<file path="config.mk">
export PLATFORM = sky130hd
export DESIGN_NAME = linked_pool_allocator_top
export DESIGN_NICKNAME = d
export VERILOG_FILES = /design/src/rtl/lpa_pkg.sv /design/src/rtl/lpa_ram.sv /design/src/rtl/linked_pool_allocator_top.sv
export SDC_FILE = /design/constraint.sdc
export NUM_CORES = 1
export LEC_CHECK = 0
export ABC_AREA = 1
export BUFFER_PORTS_ARGS = -buffer_cell sky130_fd_sc_hd__clkbuf_2
export CAP_MARGIN = 40
export CELL_PAD_IN_SITES_DETAIL_PLACEMENT = 0
export CELL_PAD_IN_SITES_GLOBAL_PLACEMENT = 1
export CORE_ASPECT_RATIO = 1.5
export CORE_MARGIN = 2
export CORE_UTILIZATION = 45
export CTS_CLUSTER_SIZE = 14
export DETAILED_ROUTE_END_ITERATION = 8
export GPL_TIMING_DRIVEN = 0
export PLACE_DENSITY_LB_ADDON = 0.1
export SLEW_MARGIN = 20
export SYNTH_ARGS = -nofsm -noshare
export SYNTH_HDL_FRONTEND = slang
export SYNTH_SLANG_ARGS = --single-unit
</file>
<file path="constraint.sdc">
create_clock -name clk_i -period 2.8 [get_ports clk_i]
set_input_delay 0.14 -clock clk_i [delete_from_list [all_inputs] [get_ports clk_i]]
set_output_delay 0.14 -clock clk_i [all_outputs]
set_load 0.02 [all_outputs]
</file>
<file path="src/rtl/lpa_pkg.sv">
// Shared constants and codes for the linked pool allocator.
package lpa_pkg;

  // Default pool size.
  localparam int unsigned POOL_ENTRIES_DEF = 32;

  // Fixed field widths on the stream ports.
  localparam int unsigned OPCODE_W = 1;
  localparam int unsigned ENTRY_W  = 5;
  localparam int unsigned STATUS_W = 2;
  localparam int unsigned IN_TDATA_W  = 8;
  localparam int unsigned OUT_TDATA_W = 8;

  typedef enum logic [OPCODE_W-1:0] {
    OP_ALLOC = 1'b0,
    OP_FREE  = 1'b1
  } opcode_e;

  typedef enum logic [STATUS_W-1:0] {
    ST_DONE       = 2'd0,
    ST_EMPTY      = 2'd1,
    ST_NOT_ACTIVE = 2'd2
  } status_e;

  typedef enum logic [5:0] {
    S_IDLE   = 6'b000001,
    S_ALLOC  = 6'b000010,
    S_HEAD   = 6'b000100,
    S_WALK   = 6'b001000,
    S_UNLINK = 6'b010000,
    S_PUSH   = 6'b100000
  } state_e;

endpackage

</file>
<file path="src/rtl/lpa_ram.sv">
// Generic single-write, single-read synchronous RAM with registered read data.
module lpa_ram #(
  parameter int unsigned WIDTH  = 8,
  parameter int unsigned DEPTH  = 32,
  parameter int unsigned ADDR_W = $clog2(DEPTH)
) (
  input  logic              clk_i,
  input  logic              wr_en_i,
  input  logic [ADDR_W-1:0] wr_addr_i,
  input  logic [WIDTH-1:0]  wr_data_i,
  input  logic              rd_en_i,
  input  logic [ADDR_W-1:0] rd_addr_i,
  output logic [WIDTH-1:0]  rd_data_o
);

  logic [WIDTH-1:0] mem_q [DEPTH];
  logic [WIDTH-1:0] rd_data_q;

  always_ff @(posedge clk_i) begin
    if (wr_en_i) begin
      mem_q[wr_addr_i] <= wr_data_i;
    end
    if (rd_en_i) begin
      rd_data_q <= mem_q[rd_addr_i];
    end
  end

  assign rd_data_o = rd_data_q;

endmodule

</file>
<file path="src/rtl/linked_pool_allocator_top.sv">
// Top level of the linked pool allocator: free list, active list, stream ports.
//
// The pool holds POOL_ENTRIES entries threaded on two singly linked lists that
// share one next-pointer RAM: a free list and an active list. A link equal to
// POOL_ENTRIES is the null link. An allocate beat pops the free-list head,
// pushes it on the front of the active list and returns its number (status
// done), or returns status pool-empty when the free list is empty. A free beat
// walks the active list from its head, one link per cycle through the RAM's
// single registered read port, unlinks the named entry and pushes it on the
// free list; an entry number that is out of range or not on the active list
// gives status not-active and changes nothing. Allocate reads the link behind
// the free head, then answers from S_ALLOC; freeing the active head reads its
// link, then answers from S_HEAD; freeing deeper steps through S_WALK link by
// link, then S_UNLINK and S_PUSH, and a failed walk answers from S_WALK.
// A beat refused at once (allocate on an empty pool, free with an empty active
// list or an out-of-range number) is answered in the cycle after it is taken.
// One item is in work at a time; the result sits in an output register, so the
// next input beat is taken as soon as that register is free or being emptied.
// Valid bits in flip-flops stand in for the RAM's reset image (entry i links
// to i + 1), so the block is ready right after reset with no clearing pass.
module linked_pool_allocator_top
  import lpa_pkg::*;
#(
  parameter int unsigned POOL_ENTRIES = POOL_ENTRIES_DEF
) (
  input  logic                   clk_i,
  input  logic                   rst_ni,
  // Request stream.
  input  logic                   s_axis_tvalid,
  output logic                   s_axis_tready,
  input  logic [IN_TDATA_W-1:0]  s_axis_tdata,   // [0] opcode, [5:1] entry_number
  // Result stream.
  output logic                   m_axis_tvalid,
  input  logic                   m_axis_tready,
  output logic [OUT_TDATA_W-1:0] m_axis_tdata    // [1:0] status, [6:2] granted_entry
);

  localparam int unsigned IW = $clog2(POOL_ENTRIES);       // entry index width
  localparam int unsigned LW = $clog2(POOL_ENTRIES + 1);   // link width incl. null
  localparam int unsigned CW = (LW > ENTRY_W) ? LW : ENTRY_W;
  localparam logic [LW-1:0] LINK_NULL = LW'(POOL_ENTRIES);

  // Input beat fields.
  opcode_e             in_opcode;
  logic [ENTRY_W-1:0]  in_entry;
  logic [CW-1:0]       in_entry_ext;
  logic                in_entry_ok;

  assign in_opcode    = opcode_e'(s_axis_tdata[0]);
  assign in_entry     = s_axis_tdata[ENTRY_W:1];
  assign in_entry_ext = CW'(in_entry);
  assign in_entry_ok  = in_entry_ext < CW'(POOL_ENTRIES);

  // Control and list registers.
  state_e          state_q, state_d;
  logic [LW-1:0]   free_head_q, free_head_d;
  logic [LW-1:0]   active_head_q, active_head_d;
  logic [LW-1:0]   prev_q, prev_d;
  logic [LW-1:0]   tgt_q, tgt_d;
  logic [LW-1:0]   steps_q, steps_d;

  // Output register.
  logic                m_valid_q, m_valid_d;
  status_e             m_status_q, m_status_d;
  logic [ENTRY_W-1:0]  m_granted_q, m_granted_d;

  // RAM access.
  logic            rd_en;
  logic [IW-1:0]   rd_addr;
  logic [IW-1:0]   rd_addr_q;
  logic            wr_en;
  logic [IW-1:0]   wr_addr;
  logic [LW-1:0]   wr_data;
  logic [LW-1:0]   ram_rd_data;
  logic [LW-1:0]   link_rd;
  logic [POOL_ENTRIES-1:0] valid_q;

  logic            out_free;
  logic            in_acc;
  logic            emit;
  status_e         emit_status;
  logic [ENTRY_W-1:0] emit_granted;

  lpa_ram #(
    .WIDTH (LW),
    .DEPTH (POOL_ENTRIES)
  ) u_link_ram (
    .clk_i     (clk_i),
    .wr_en_i   (wr_en),
    .wr_addr_i (wr_addr),
    .wr_data_i (wr_data),
    .rd_en_i   (rd_en),
    .rd_addr_i (rd_addr),
    .rd_data_o (ram_rd_data)
  );

  // An entry never written still holds its reset link: next index, or null.
  assign link_rd = valid_q[rd_addr_q] ? ram_rd_data : (LW'(rd_addr_q) + LW'(1));

  assign out_free      = !m_valid_q || m_axis_tready;
  assign s_axis_tready = (state_q == S_IDLE) && out_free;
  assign in_acc        = s_axis_tvalid && s_axis_tready;

  always_comb begin
    state_d       = state_q;
    free_head_d   = free_head_q;
    active_head_d = active_head_q;
    prev_d        = prev_q;
    tgt_d         = tgt_q;
    steps_d       = steps_q;
    rd_en         = 1'b0;
    rd_addr       = '0;
    wr_en         = 1'b0;
    wr_addr       = '0;
    wr_data       = '0;
    emit          = 1'b0;
    emit_status   = ST_DONE;
    emit_granted  = '0;

    case (state_q)
      S_IDLE: begin
        if (in_acc) begin
          if (in_opcode == OP_ALLOC) begin
            if (free_head_q >= LINK_NULL) begin
              emit        = 1'b1;
              emit_status = ST_EMPTY;
            end else begin
              // Fetch the link behind the free head.
              rd_en   = 1'b1;
              rd_addr = free_head_q[IW-1:0];
              state_d = S_ALLOC;
            end
          end else if (!in_entry_ok || active_head_q >= LINK_NULL) begin
            emit        = 1'b1;
            emit_status = ST_NOT_ACTIVE;
          end else begin
            tgt_d = LW'(in_entry_ext);
            if (active_head_q == LW'(in_entry_ext)) begin
              rd_en   = 1'b1;
              rd_addr = in_entry_ext[IW-1:0];
              state_d = S_HEAD;
            end else begin
              // Start the walk at the active head.
              rd_en   = 1'b1;
              rd_addr = active_head_q[IW-1:0];
              prev_d  = active_head_q;
              steps_d = '0;
              state_d = S_WALK;
            end
          end
        end
      end

      S_ALLOC: begin
        if (out_free) begin
          free_head_d   = link_rd;
          wr_en         = 1'b1;
          wr_addr       = free_head_q[IW-1:0];
          wr_data       = active_head_q;
          active_head_d = free_head_q;
          emit          = 1'b1;
          emit_status   = ST_DONE;
          emit_granted  = ENTRY_W'(free_head_q);
          state_d       = S_IDLE;
        end
      end

      S_HEAD: begin
        if (out_free) begin
          active_head_d = link_rd;
          wr_en         = 1'b1;
          wr_addr       = tgt_q[IW-1:0];
          wr_data       = free_head_q;
          free_head_d   = tgt_q;
          emit          = 1'b1;
          emit_status   = ST_DONE;
          state_d       = S_IDLE;
        end
      end

      S_WALK: begin
        // link_rd is the entry that follows prev_q.
        if (steps_q == LINK_NULL || link_rd >= LINK_NULL) begin
          if (out_free) begin
            emit        = 1'b1;
            emit_status = ST_NOT_ACTIVE;
            state_d     = S_IDLE;
          end
        end else begin
          rd_en   = 1'b1;
          rd_addr = link_rd[IW-1:0];
          if (link_rd == tgt_q) begin
            state_d = S_UNLINK;
          end else begin
            prev_d  = link_rd;
            steps_d = steps_q + LW'(1);
          end
        end
      end

      S_UNLINK: begin
        // Bridge prev over the target.
        wr_en   = 1'b1;
        wr_addr = prev_q[IW-1:0];
        wr_data = link_rd;
        state_d = S_PUSH;
      end

      S_PUSH: begin
        if (out_free) begin
          wr_en       = 1'b1;
          wr_addr     = tgt_q[IW-1:0];
          wr_data     = free_head_q;
          free_head_d = tgt_q;
          emit        = 1'b1;
          emit_status = ST_DONE;
          state_d     = S_IDLE;
        end
      end

      default: begin
        state_d = S_IDLE;
      end
    endcase
  end

  always_comb begin
    m_valid_d   = m_valid_q;
    m_status_d  = m_status_q;
    m_granted_d = m_granted_q;
    if (emit) begin
      m_valid_d   = 1'b1;
      m_status_d  = emit_status;
      m_granted_d = emit_granted;
    end else if (m_axis_tready) begin
      m_valid_d = 1'b0;
    end
  end

  always_ff @(posedge clk_i or negedge rst_ni) begin
    if (!rst_ni) begin
      state_q       <= S_IDLE;
      free_head_q   <= '0;
      active_head_q <= LINK_NULL;
      m_valid_q     <= 1'b0;
      valid_q       <= '0;
    end else begin
      state_q       <= state_d;
      free_head_q   <= free_head_d;
      active_head_q <= active_head_d;
      m_valid_q     <= m_valid_d;
      if (wr_en) begin
        valid_q[wr_addr] <= 1'b1;
      end
    end
  end

  always_ff @(posedge clk_i) begin
    prev_q      <= prev_d;
    tgt_q       <= tgt_d;
    steps_q     <= steps_d;
    m_status_q  <= m_status_d;
    m_granted_q <= m_granted_d;
    if (rd_en) begin
      rd_addr_q <= rd_addr;
    end
  end

  assign m_axis_tvalid = m_valid_q;
  assign m_axis_tdata  = OUT_TDATA_W'({m_granted_q, m_status_q});

endmodule
</file>
==> impl_metrics.tcl <==
set metrics [dict create \
    cp_num_cells 16 \
    relSlewSlack_pct 49.2 \
    post-route-drc-count 0 \
    path_cells "inv_2 > buf_6 > nand2_4 > nand3_2 > a21oi_4 > nor2_4 > nand2_4 > nand2_8 > buf_12 > o21ai_4 > buf_6 > xor2_1 > a21oi_1 > a31o_2 > a21oi_4 > clkbuf_16" \
    die_width_um 142 \
    synthFlopType "edfxtp_1" \
    tritoncts "built" \
    cap_violations 0 \
    antenna_found_initial 0 \
    htree_num_levels 1 \
    crit_path_start "rd_addr_q[0]" \
    critical_path_class "reg -> reg" \
    antenna_cells 0 \
    area.growth.synth_to_final_pct 29.7 \
    p_per_area_nw_per_um2 866 \
    drive_gt1_share_pct 25.7 \
    path_max_fanout 5 \
    vias_per_cell 5.49 \
    grt.total_usage_pct 27.6 \
    r2r_cells 16 \
    crit_buf_inv 5 \
    cts.sinks 277 \
    grt_first_pass_wirelength_um 60400 \
    cts_root_buffer "clkbuf_16" \
    synth_area_leader_cell "edfxtp_1" \
    synth_edf_count 226 \
    start_util_pct 45.8 \
    crit_path_max_incr_delay_ps 550 \
    layout_setup_ws_ps -372 \
    violations "negative setup slack" \
    min_period_over_period_pct 113 \
    post-place-ws_ps -934 \
    ir_drop_mv 0.640 \
    critPathLaunchType "flop" \
    drtPass1Iterations 5 \
    num_io_pins 22 \
    wirelength_um 41100 \
    critPathTopFamily "compound AO/OA/AOI/OAI gates" \
    layout.nets 1456 \
    synthTopCellsByCount "nand2_1 (287), nand3_1 (241), edfxtp_1 (226)" \
    post-dp-hpwl_um 27500 \
    gp_congestion 0.875 \
    setup_viol 54 \
    clk_latency_ps 550 \
    postPlaceCellArea_um2 13600 \
    postSynthAreaPerCell_um2 9.81 \
    cp-end-kind "flop" \
    period_minus_slack_ps 3170 \
    grt-ovfl-total 0 \
    netlist_area_um2 12800 \
    ys_warn_count 0 \
    ys_seq_area_share_pct 62.8 \
    setup.worst_path.end "steps_q[5]" \
    synth_cell_type_count 45 \
    detail-route-antenna-nets 0 \
    die-area_um2 29900 \
    syn_nets 1324 \
    skew_ps 15.5 \
    r2r-start "rd_addr_q[0]" \
    fmax_ghz 0.315 \
    coreArea_um2 28100 \
    async_flop_share_pct 18.4 \
    clk_pin_slew_ps 60 \
    port_buffers 18 \
    rsz0062_at_grt "yes" \
    synth_most_common_cell "nand2_1" \
    fp-row-count 75 \
    hold_violations 0 \
    cts_buffers 27 \
    required_ps 3060 \
    power_mw 14.4 \
    cp.arrival_ps 3430 \
    critical_path.slowest_cell "edfxtp_1" \
    synth_cells 1309 \
    ys_seq_elements 277 \
    wire_per_inst_um 22.7 \
    yosys-top-cells-area "edfxtp_1 (53%), dfrtp_1 (9.6%), nand3_1 (9.4%)" \
    regToRegSetupSlack_ps -370 \
    stdcell_area_um2 16700 \
    p_leak_nw 7.02 \
    timing.rr.end "steps_q[5]" \
    vias 9920 \
    drtIter0Drc 775 \
    netlist.area_leader.share_pct 52.9 \
    grt_pass1_vias 10000 \
    drv_slew 0 \
    tightest_slew_ps 762 \
    grt_max_degree 52 \
    cts_buffer_depth 3 \
    status "complete, but fails checks" \
    filler_cell_count 2414 \
    hp-class "in -> reg" \
    fp.dieH_um 211 \
]
flip-flops by register name (all words and copies together) (netlist names), 6 cells and up:
signal and count:
active_head_q 6, u_link_ram.mem_q 192, u_link_ram.rd_data_o 6, state_q 6
free_head_q 6, valid_q 32, steps_q 6
stage by stage:
step	setup TNS (ps)	instances	utilization, %	hold WS (ps)
floorplan	0	1309	-	-156
global placement	-627100	1673	47.6	347
detailed placement	-203970	1683	48.6	275
CTS	-4890	1789	57.9	36.3
global route	-13200	1807	59.3	63.4
finish	-7850	1807	59.3	53.8
worst register-to-register path: stages, from the launching register on:
cell and delay, ps:
edfxtp_1 550, inv_2 140, buf_6 160, nand2_4 50, nand3_2 80, a21oi_4 190, nor2_4 70, nand2_4 110
nand2_8 90, buf_12 140, o21ai_4 230, buf_6 140, xor2_1 160, a21oi_1 60, a31o_2 290, a21oi_4 230
clkbuf_16 200
layout by cell type, fill, tap and decap left out, drive strengths merged:
master       count
or2              2
inv            199
conb             1
xor2             6
nor3             9
xnor2            3
and2             1
nand2          290
and3             1
buf            117
nand4            9
clkinvlp         1
o211ai           3
o221ai          10
ha               3
o31ai            1
nor4             2
o32ai            1
nor2            76
clkbuf          75
o22ai           10
bufbuf           1
bufinv           3
o21ai           56
nand3          242
dfrtp           49
a21oi           17
a31o             1
clkinv           8
dlygate4sd3      7
dfstp            2
nor3b            1
nand3b          26
a31oi            2
edfxtp         226
area by class of cell:
cell class	count	area [um^2]	share of cell area, %
plain buffers	56	558	3.35
clock buffers	38	747	4.49
well taps	346	433	2.60
repair buffers	106	1170	7.06
inverters	200	774	4.65
flip-flops and latches	277	8070	48.4
multi-input cells	773	4770	28.6
clock inverters	11	128	0.766
layer usage:
metal | global-route usage (%) | wire (um) | up-vias
met3 | 2.54 | 1600 | 112
li1 | - | - | 4667
met5 | 0 | 0 | -
met2 | 51.3 | 21900 | 302
met4 | 13.9 | 2350 | 0
met1 | 31.4 | 15200 | 4839
logic make-up after synthesis:
kind of cell	after synthesis	synth area share [%]
buffers and inverters	260	8.35
AND/OR/NAND/NOR	659	23.3
flip-flops	277	62.8
other	1	0.0292
XOR/XNOR	9	0.614
AO/OA/AOI/OAI	100	4.58
adder cells (fa/ha/maj)	3	0.292
repair_timing:
| action | in CTS | in global routing |
|---|---|---|
| hold endpoints to repair | 54 | 6 |
| endpoints found under the setup margin | 421 | 339 |
| hold buffers | 6 | 1 |
| cloned | 7 | 4 |
| resized for setup | 278 | 60 |
| setup buffers | 49 | 14 |
| pin swaps | 44 | 26 |
where the power goes:
group	total (mW)	switching, mW	internal [mW]
logic	5.60	3.55	2.05
registers	5.15	0.201	4.95
clock network	3.67	1.55	2.13
how the worst min path moves through the flow:
stage                     depth (start not counted)            start                to  slack [ps]
after detailed placement                          1           rst_ni        state_q[2]         270
after CTS                                         4  s_axis_tdata[0]        state_q[1]          40
after global routing                              2  s_axis_tdata[0]     m_status_q[0]          60
after global placement                            1  s_axis_tdata[3]          tgt_q[2]         350
after floorplan                                   0           rst_ni  active_head_q[0]        -160
final                                             4  s_axis_tdata[0]        state_q[1]          50
Power figures use the tool's default switching activity.
